--- config.mk ---
export PLATFORM = sky130hd
export DESIGN_NAME = bzfw_div
export DESIGN_NICKNAME = d
export VERILOG_FILES = /design/src/design/assert_macros.svh /design/src/design/bzfw_pkg.sv /design/src/design/bzfw_div.sv
export SDC_FILE = /design/constraint.sdc
export NUM_CORES = 1
export LEC_CHECK = 0
export BUFFER_PORTS_ARGS = -buffer_cell sky130_fd_sc_hd__buf_2
export CAP_MARGIN = 20
export CORE_ASPECT_RATIO = 0.6
export CORE_MARGIN = 1.5
export CORE_UTILIZATION = 45
export DETAILED_ROUTE_END_ITERATION = 10
export PLACE_DENSITY = 0.82
export SYNTH_ARGS = -nofsm -noshare
export SYNTH_HDL_FRONTEND = slang
export SYNTH_SLANG_ARGS = --single-unit
--- constraint.sdc ---
create_clock -name clk -period 2.3 [get_ports clk]
set_input_delay 0.69 -clock clk [delete_from_list [all_inputs] [get_ports clk]]
set_output_delay 0.69 -clock clk [all_outputs]
set_load 0.05 [all_outputs]
--- src/design/assert_macros.svh ---
`ifndef ASSERT_MACROS_SVH
`define ASSERT_MACROS_SVH

// same-cycle implication, disabled in reset
`define ASSERT_IMPL(label, clk, rst_n, ante, cons) \
    label: assert property (@(posedge clk) disable iff (!rst_n) (ante) |-> (cons)) \
        else $error("assertion failed");

// next-cycle implication, disabled in reset
`define ASSERT_NEXT(label, clk, rst_n, ante, cons) \
    label: assert property (@(posedge clk) disable iff (!rst_n) (ante) |=> (cons)) \
        else $error("assertion failed");

`endif

--- src/design/bzfw_pkg.sv ---
`default_nettype none

package bzfw_pkg;

    localparam int SRC_DEPTH = 65536;
    localparam int SRC_AW    = $clog2(SRC_DEPTH);
    localparam int DST_MAX   = 1024;

    localparam int SW_W   = 8;
    localparam int DIM_W  = 10;
    localparam int DIV_W  = DIM_W + 1;
    localparam int CNT_W  = 10;
    localparam int PEN_W  = 12;
    localparam int LB_W   = 14;
    localparam int ADDR_W = 27;
    localparam int PIX_W  = 32;
    localparam int BC_W   = 3;
    localparam int CFG_AW = 3;
    localparam int CFG_DW = 16;
    localparam int PROD_W = CNT_W + SW_W;
    localparam int IDX_W  = PROD_W + SW_W + 1;

    localparam logic CMD_LOAD = 1'b0;
    localparam logic CMD_EMIT = 1'b1;

    localparam logic [1:0] MODE_8BPP  = 2'd0;
    localparam logic [1:0] MODE_16BPP = 2'd1;
    localparam logic [1:0] MODE_32BPP = 2'd2;
    localparam logic [1:0] MODE_NONE  = 2'd3;

    localparam logic [CFG_AW-1:0] CFG_SRC_WIDTH  = 3'd0;
    localparam logic [CFG_AW-1:0] CFG_SRC_HEIGHT = 3'd1;
    localparam logic [CFG_AW-1:0] CFG_DST_WIDTH  = 3'd2;
    localparam logic [CFG_AW-1:0] CFG_DST_HEIGHT = 3'd3;
    localparam logic [CFG_AW-1:0] CFG_PEN_X      = 3'd4;
    localparam logic [CFG_AW-1:0] CFG_PEN_Y      = 3'd5;
    localparam logic [CFG_AW-1:0] CFG_PIXEL_MODE = 3'd6;
    localparam logic [CFG_AW-1:0] CFG_LINE_BYTES = 3'd7;

    localparam logic [23:0] COLOR_WHITE = 24'hffffff;
    localparam logic [23:0] COLOR_BLACK = 24'h000000;
    localparam logic [7:0]  BYTE_MASK   = 8'hff;
    localparam int          RGB_R_SHIFT = 11;
    localparam int          RGB_G_SHIFT = 5;

    // zero counts as one, clamp to DST_MAX
    function automatic logic [DIV_W-1:0] eff_dim(input logic [DIM_W-1:0] d);
        logic [DIV_W-1:0] e;
        e = {1'b0, d};
        if (d == '0)
            e = DIV_W'(1);
        else if (int'(d) > DST_MAX)
            e = DIV_W'(DST_MAX);
        return e;
    endfunction

    function automatic logic [BC_W-1:0] bytes_per_pixel(input logic [1:0] mode);
        logic [BC_W-1:0] n;
        unique case (mode)
            MODE_8BPP:  n = BC_W'(1);
            MODE_16BPP: n = BC_W'(2);
            MODE_32BPP: n = BC_W'(4);
            default:    n = '0;
        endcase
        return n;
    endfunction

    function automatic logic [PIX_W-1:0] encode_pixel(input logic dark, input logic [1:0] mode);
        logic [23:0]      color;
        logic [7:0]       r;
        logic [7:0]       g;
        logic [7:0]       b;
        logic [PIX_W-1:0] v;
        color = dark ? COLOR_BLACK : COLOR_WHITE;
        r = color[23:16];
        g = color[15:8];
        b = color[7:0];
        unique case (mode)
            MODE_8BPP:  v = PIX_W'(color[7:0] & BYTE_MASK);
            MODE_16BPP: v = (PIX_W'(r >> 3) << RGB_R_SHIFT) | (PIX_W'(g >> 2) << RGB_G_SHIFT)
                            | PIX_W'(b >> 3);
            MODE_32BPP: v = PIX_W'(color);
            default:    v = '0;
        endcase
        return v;
    endfunction

endpackage

`default_nettype wire

--- src/design/bzfw_div.sv ---
`default_nettype none

module bzfw_div (
    input  wire logic                         clk,
    input  wire logic                         rst_n,
    input  wire logic                         start,
    input  wire logic [bzfw_pkg::PROD_W-1:0]  dividend,
    input  wire logic [bzfw_pkg::DIV_W-1:0]   divisor,
    output logic                              busy,
    output logic [bzfw_pkg::PROD_W-1:0]       quotient
);

    localparam int STEPS = bzfw_pkg::PROD_W;
    localparam int CW    = $clog2(STEPS + 1);

    logic [CW-1:0]                   count_reg, count_next;
    logic [bzfw_pkg::PROD_W-1:0]     quo_reg, quo_next;
    logic [bzfw_pkg::DIV_W-1:0]      rem_reg, rem_next;
    logic [bzfw_pkg::DIV_W-1:0]      div_reg, div_next;
    logic [bzfw_pkg::DIV_W:0]        trial;
    logic [bzfw_pkg::DIV_W:0]        diff;
    logic                            ge;

    // restoring division, one quotient bit per cycle
    always_comb
    begin
        trial      = {rem_reg, quo_reg[bzfw_pkg::PROD_W-1]};
        diff       = trial - {1'b0, div_reg};
        ge         = trial >= {1'b0, div_reg};
        count_next = count_reg;
        quo_next   = quo_reg;
        rem_next   = rem_reg;
        div_next   = div_reg;
        if (start)
        begin
            count_next = CW'(STEPS);
            quo_next   = dividend;
            rem_next   = '0;
            div_next   = divisor;
        end
        else if (count_reg != '0)
        begin
            count_next = count_reg - CW'(1);
            quo_next   = {quo_reg[bzfw_pkg::PROD_W-2:0], ge};
            rem_next   = ge ? diff[bzfw_pkg::DIV_W-1:0] : trial[bzfw_pkg::DIV_W-1:0];
        end
    end

    always_ff @(posedge clk or negedge rst_n)
    begin
        if (!rst_n)
            count_reg <= '0;
        else
            count_reg <= count_next;
    end

    always_ff @(posedge clk)
    begin
        quo_reg <= quo_next;
        rem_reg <= rem_next;
        div_reg <= div_next;
    end

    assign busy     = count_reg != '0;
    assign quotient = quo_reg;

endmodule

`default_nettype wire
==> summary.md <==
| Metric | Value |
|---|---|
| Outcome | finished with violations |
| Failing checks | setup timing |
| Gr usage total | approximately 19% |
| Area grow syn2layout | 28.7% |
| Synthesized cell area | approximately 2500 µm² |
| Pre-antenna DRT Iters | 4 |
| Most common cell after layout, fill and taps aside | buf_2 |
| WL per Instance | between 15 and 20 µm |
| Vias in the first global route | 1685 |
| CTS Sinks | 45 |
| Register area | ~1200 µm² |
| Synth warn | 0 |
| # nets final | about 340 |
| DIE HEIGHT | between 60 and 70 µm |
| Commonest cells after routing, fill and taps aside | buf_2 (49), edfxtp_1 (29), buf_4 (24), nor2_1 (22), mux2_2 (17) |
| Worst r2r src | quotient[17] |
| Initial Util | about half |
| Post-synthesis sequential element count | between 40 and 50 |
| Tmin final | ~2400 ps |
| Post-synth EDFFs | 29 |
| Remaining DRCs | 0 |
| Placed cell count | 347 |
| CP most frequent cell | o31a_1 |
| CTS tree | yes |
| CP Class | flip-flop to flip-flop |
| Final total power | around 2.3 mW |
| Post-route clock period utilization | 105% |
| Slew Viols, Final | 0 |
| Crit path max-delay family | compound AO/OA/AOI/OAI gates |
| Crit path to | rem_reg[6] |
| FFs w/ async S/R, synth | ~11% |
| Hold Path Class | input pin to asynchronous set/reset pin |
| Max incr delay on CP | around 550 ps |
| Peak Freq | 0.415 GHz |
| Max reg flops | 18 |
| Post-synth top flop | edfxtp_1 |
| Ant. Diodes | 0 |
| Dpl hpwl | a little over 4 mm |
| Largest net degree at the start of global routing | 19 |
| Post-route ant nets | 0 |
| Worst Path Arrival | 2630 ps |
| Number of port buffers | 50 |
| GRT overflow | 0 |
| Multi-input gate area | approximately 1300 µm² |
| FILL cells | roughly 420 |
| Placement Rows | 20 |
| # setup viols final | 8 |
| Startpoint Class | flip-flop |
| # H-tree levels | 2 |
| CP Capture Type | flip-flop |
| Number of DRC markers in iteration 0 | approximately 130 |
| Pwr dens | slightly above 700 nW/µm² |
| Clk Latency, worst-skew pair | roughly 300 ps |
| Max Cap Violations | 0 |
| Initial antenna violation count | 0 |
| Pre-CTS setup slack | -118 ps |
| Netlist cell types | 53 |
| Post-Synthesis Cells | around 220 |
| Clock root cell | clkbuf_8 |
| Layout cell share with drive strength beyond 1 | 45.8% |
| CP Max Fanout | 2 |
| Final Hold Viols | 0 |
| Max-slew headroom | approximately four fifths |
| R2R setup slack | -110 ps |
| Cts bufs inserted | 5 |
| Avg Cell Area, Syn | ~11 µm² |
| WP depth | 8 |
| Slowest-stage cell, CP | or4_4 |
| Fin cells | between 300 and 400 |
| Setup ws final | -108 ps |
| Via count | just under 2000 |
| Clock transition at path regs | about 90 ps |
| Setup Skew | about 11 ps |
| Maximum vdd drop | 0.285 mV |
| R2r endpoint | rem_reg[6] |
| FF-to-FF path depth | 8 |
| Clock Path Buffers | 2 |
| Worst EP required | 2520 ps |
| DR vias/cell | approximately 5.4 |
| Die W | roughly 99 µm |
| Crit path launch | quotient[17] |
| CP Buf/Inv Count | 1 |
| I/O pin count | 51 |
| Core area | about 5200 µm² |
| Syn Nets | approximately 270 |
| CTS Hold Bufs | 0 |
| RePlAce Congestion | between 0.9 and 1 |
| First-pass GRT wire length | around 8.5 mm |
| DIE AREA | approximately 6100 µm² |
| Worst path cell trace | inv_2 > ha_4 > fa_2 > nor2b_4 > o31a_1 > o31a_1 > or4_4 > a311oi_2 |
| Pleak | 1.41 nW |
| Post-synthesis sequential area ratio | between 40% and 50% |
| Pin slew with the least headroom to its limit | ~320 ps |
| Final wirelength | 5.83 mm |
| RSZ-0062 raised after global routing | yes |
==> Yosys cell counts, drive strengths merged (2+ instances only) <==
| master | count | area (µm²) |
|---|---|---|
| xnor2 | 5 | 43.8 |
| mux2i | 6 | 60.1 |
| a211o | 2 | 18.8 |
| a211oi | 5 | 47.5 |
| o31a | 4 | 36.3 |
| o211ai | 2 | 15.0 |
| a311oi | 4 | 60.1 |
| dfxtp | 11 | 220 |
| nor4 | 3 | 18.8 |
| nand2 | 13 | 58.8 |
| nand3 | 3 | 15.0 |
| or3 | 2 | 12.5 |
| nor2 | 22 | 82.6 |
| nor3 | 4 | 20.0 |
| nor2b | 3 | 26.3 |
| o21a | 5 | 37.5 |
| buf | 8 | 56.3 |
| inv | 16 | 60.1 |
| a21oi | 8 | 43.8 |
| mux2 | 17 | 191 |
| o21bai | 2 | 15.0 |
| edfxtp | 29 | 871 |
| nand3b | 3 | 22.5 |
| or4 | 3 | 26.3 |
| o21ai | 6 | 33.8 |
| ha | 13 | 163 |
| dfrtp | 5 | 125 |
==> kinds of logic (layout without fill, tap and decap cells) <==
group,Yosys count,in the layout,share of synthesized area (%)
AO/OA/AOI/OAI,44,44,14.3
multiplexers,23,23,10.0
AND/OR/NAND/NOR,62,62,13.3
adder cells (fa/ha/maj),14,14,7.27
flip-flops,45,45,48.4
XOR/XNOR,5,5,1.74
buffers and inverters,26,104,4.93
==> how the worst min path moves through the flow <==
stage	end	depth (start not counted)	startpoint	slack, ps
after floorplan	count_reg[0]	0	rst_n	390
after global placement	count_reg[2]	1	rst_n	510
after detailed placement	count_reg[2]	1	rst_n	510
after CTS	count_reg[2]	1	rst_n	180
after global routing	count_reg[2]	1	rst_n	170
final	count_reg[2]	1	rst_n	180
==> through the flow <==
stage	hold slack [ps]	setup TNS, ps	cell area (µm²)	util (%)
global placement	512	0	2960	56.6
detailed placement	512	-260	2960	56.6
CTS	183	-319	3090	59.0
global route	173	-1560	3230	61.8
floorplan	394	-2300	2530	-
finish	180	-423	3230	61.8
==> power breakdown <==
| part | internal (mW) | switching [mW] |
|---|---|---|
| clock network | 0.320 | 0.283 |
| registers | 0.953 | 0.0561 |
| logic | 0.285 | 0.401 |
| total | 1.56 | 0.739 |
==> repair_timing <==
action / in CTS / in global routing
endpoints found under the hold margin: 0 / 0
gates resized for setup: 3 / 20
setup endpoints to repair: 7 / 13
pin swaps: 0 / 12
setup buffers: 1 / 7
==> routing by layer <==
| layer | track usage (%) | share of wire, % |
|---|---|---|
| met4 | 3.62 | 0.39 |
| met1 | 29.1 | 52 |
| met3 | 4.15 | 5.9 |
| met2 | 26.3 | 42 |
| met5 | 0 | 0 |
==> layout make-up <==
class | instances | area share [%]
clock buffer | 5 | 2.13
clock inverter | 3 | 1.28
inverter | 17 | 2.01
multi-input combinational | 148 | 39.1
sequential | 45 | 37.6
tap | 66 | 2.55
timing repair buffer | 79 | 15.4
Power figures use the tool's default switching activity.
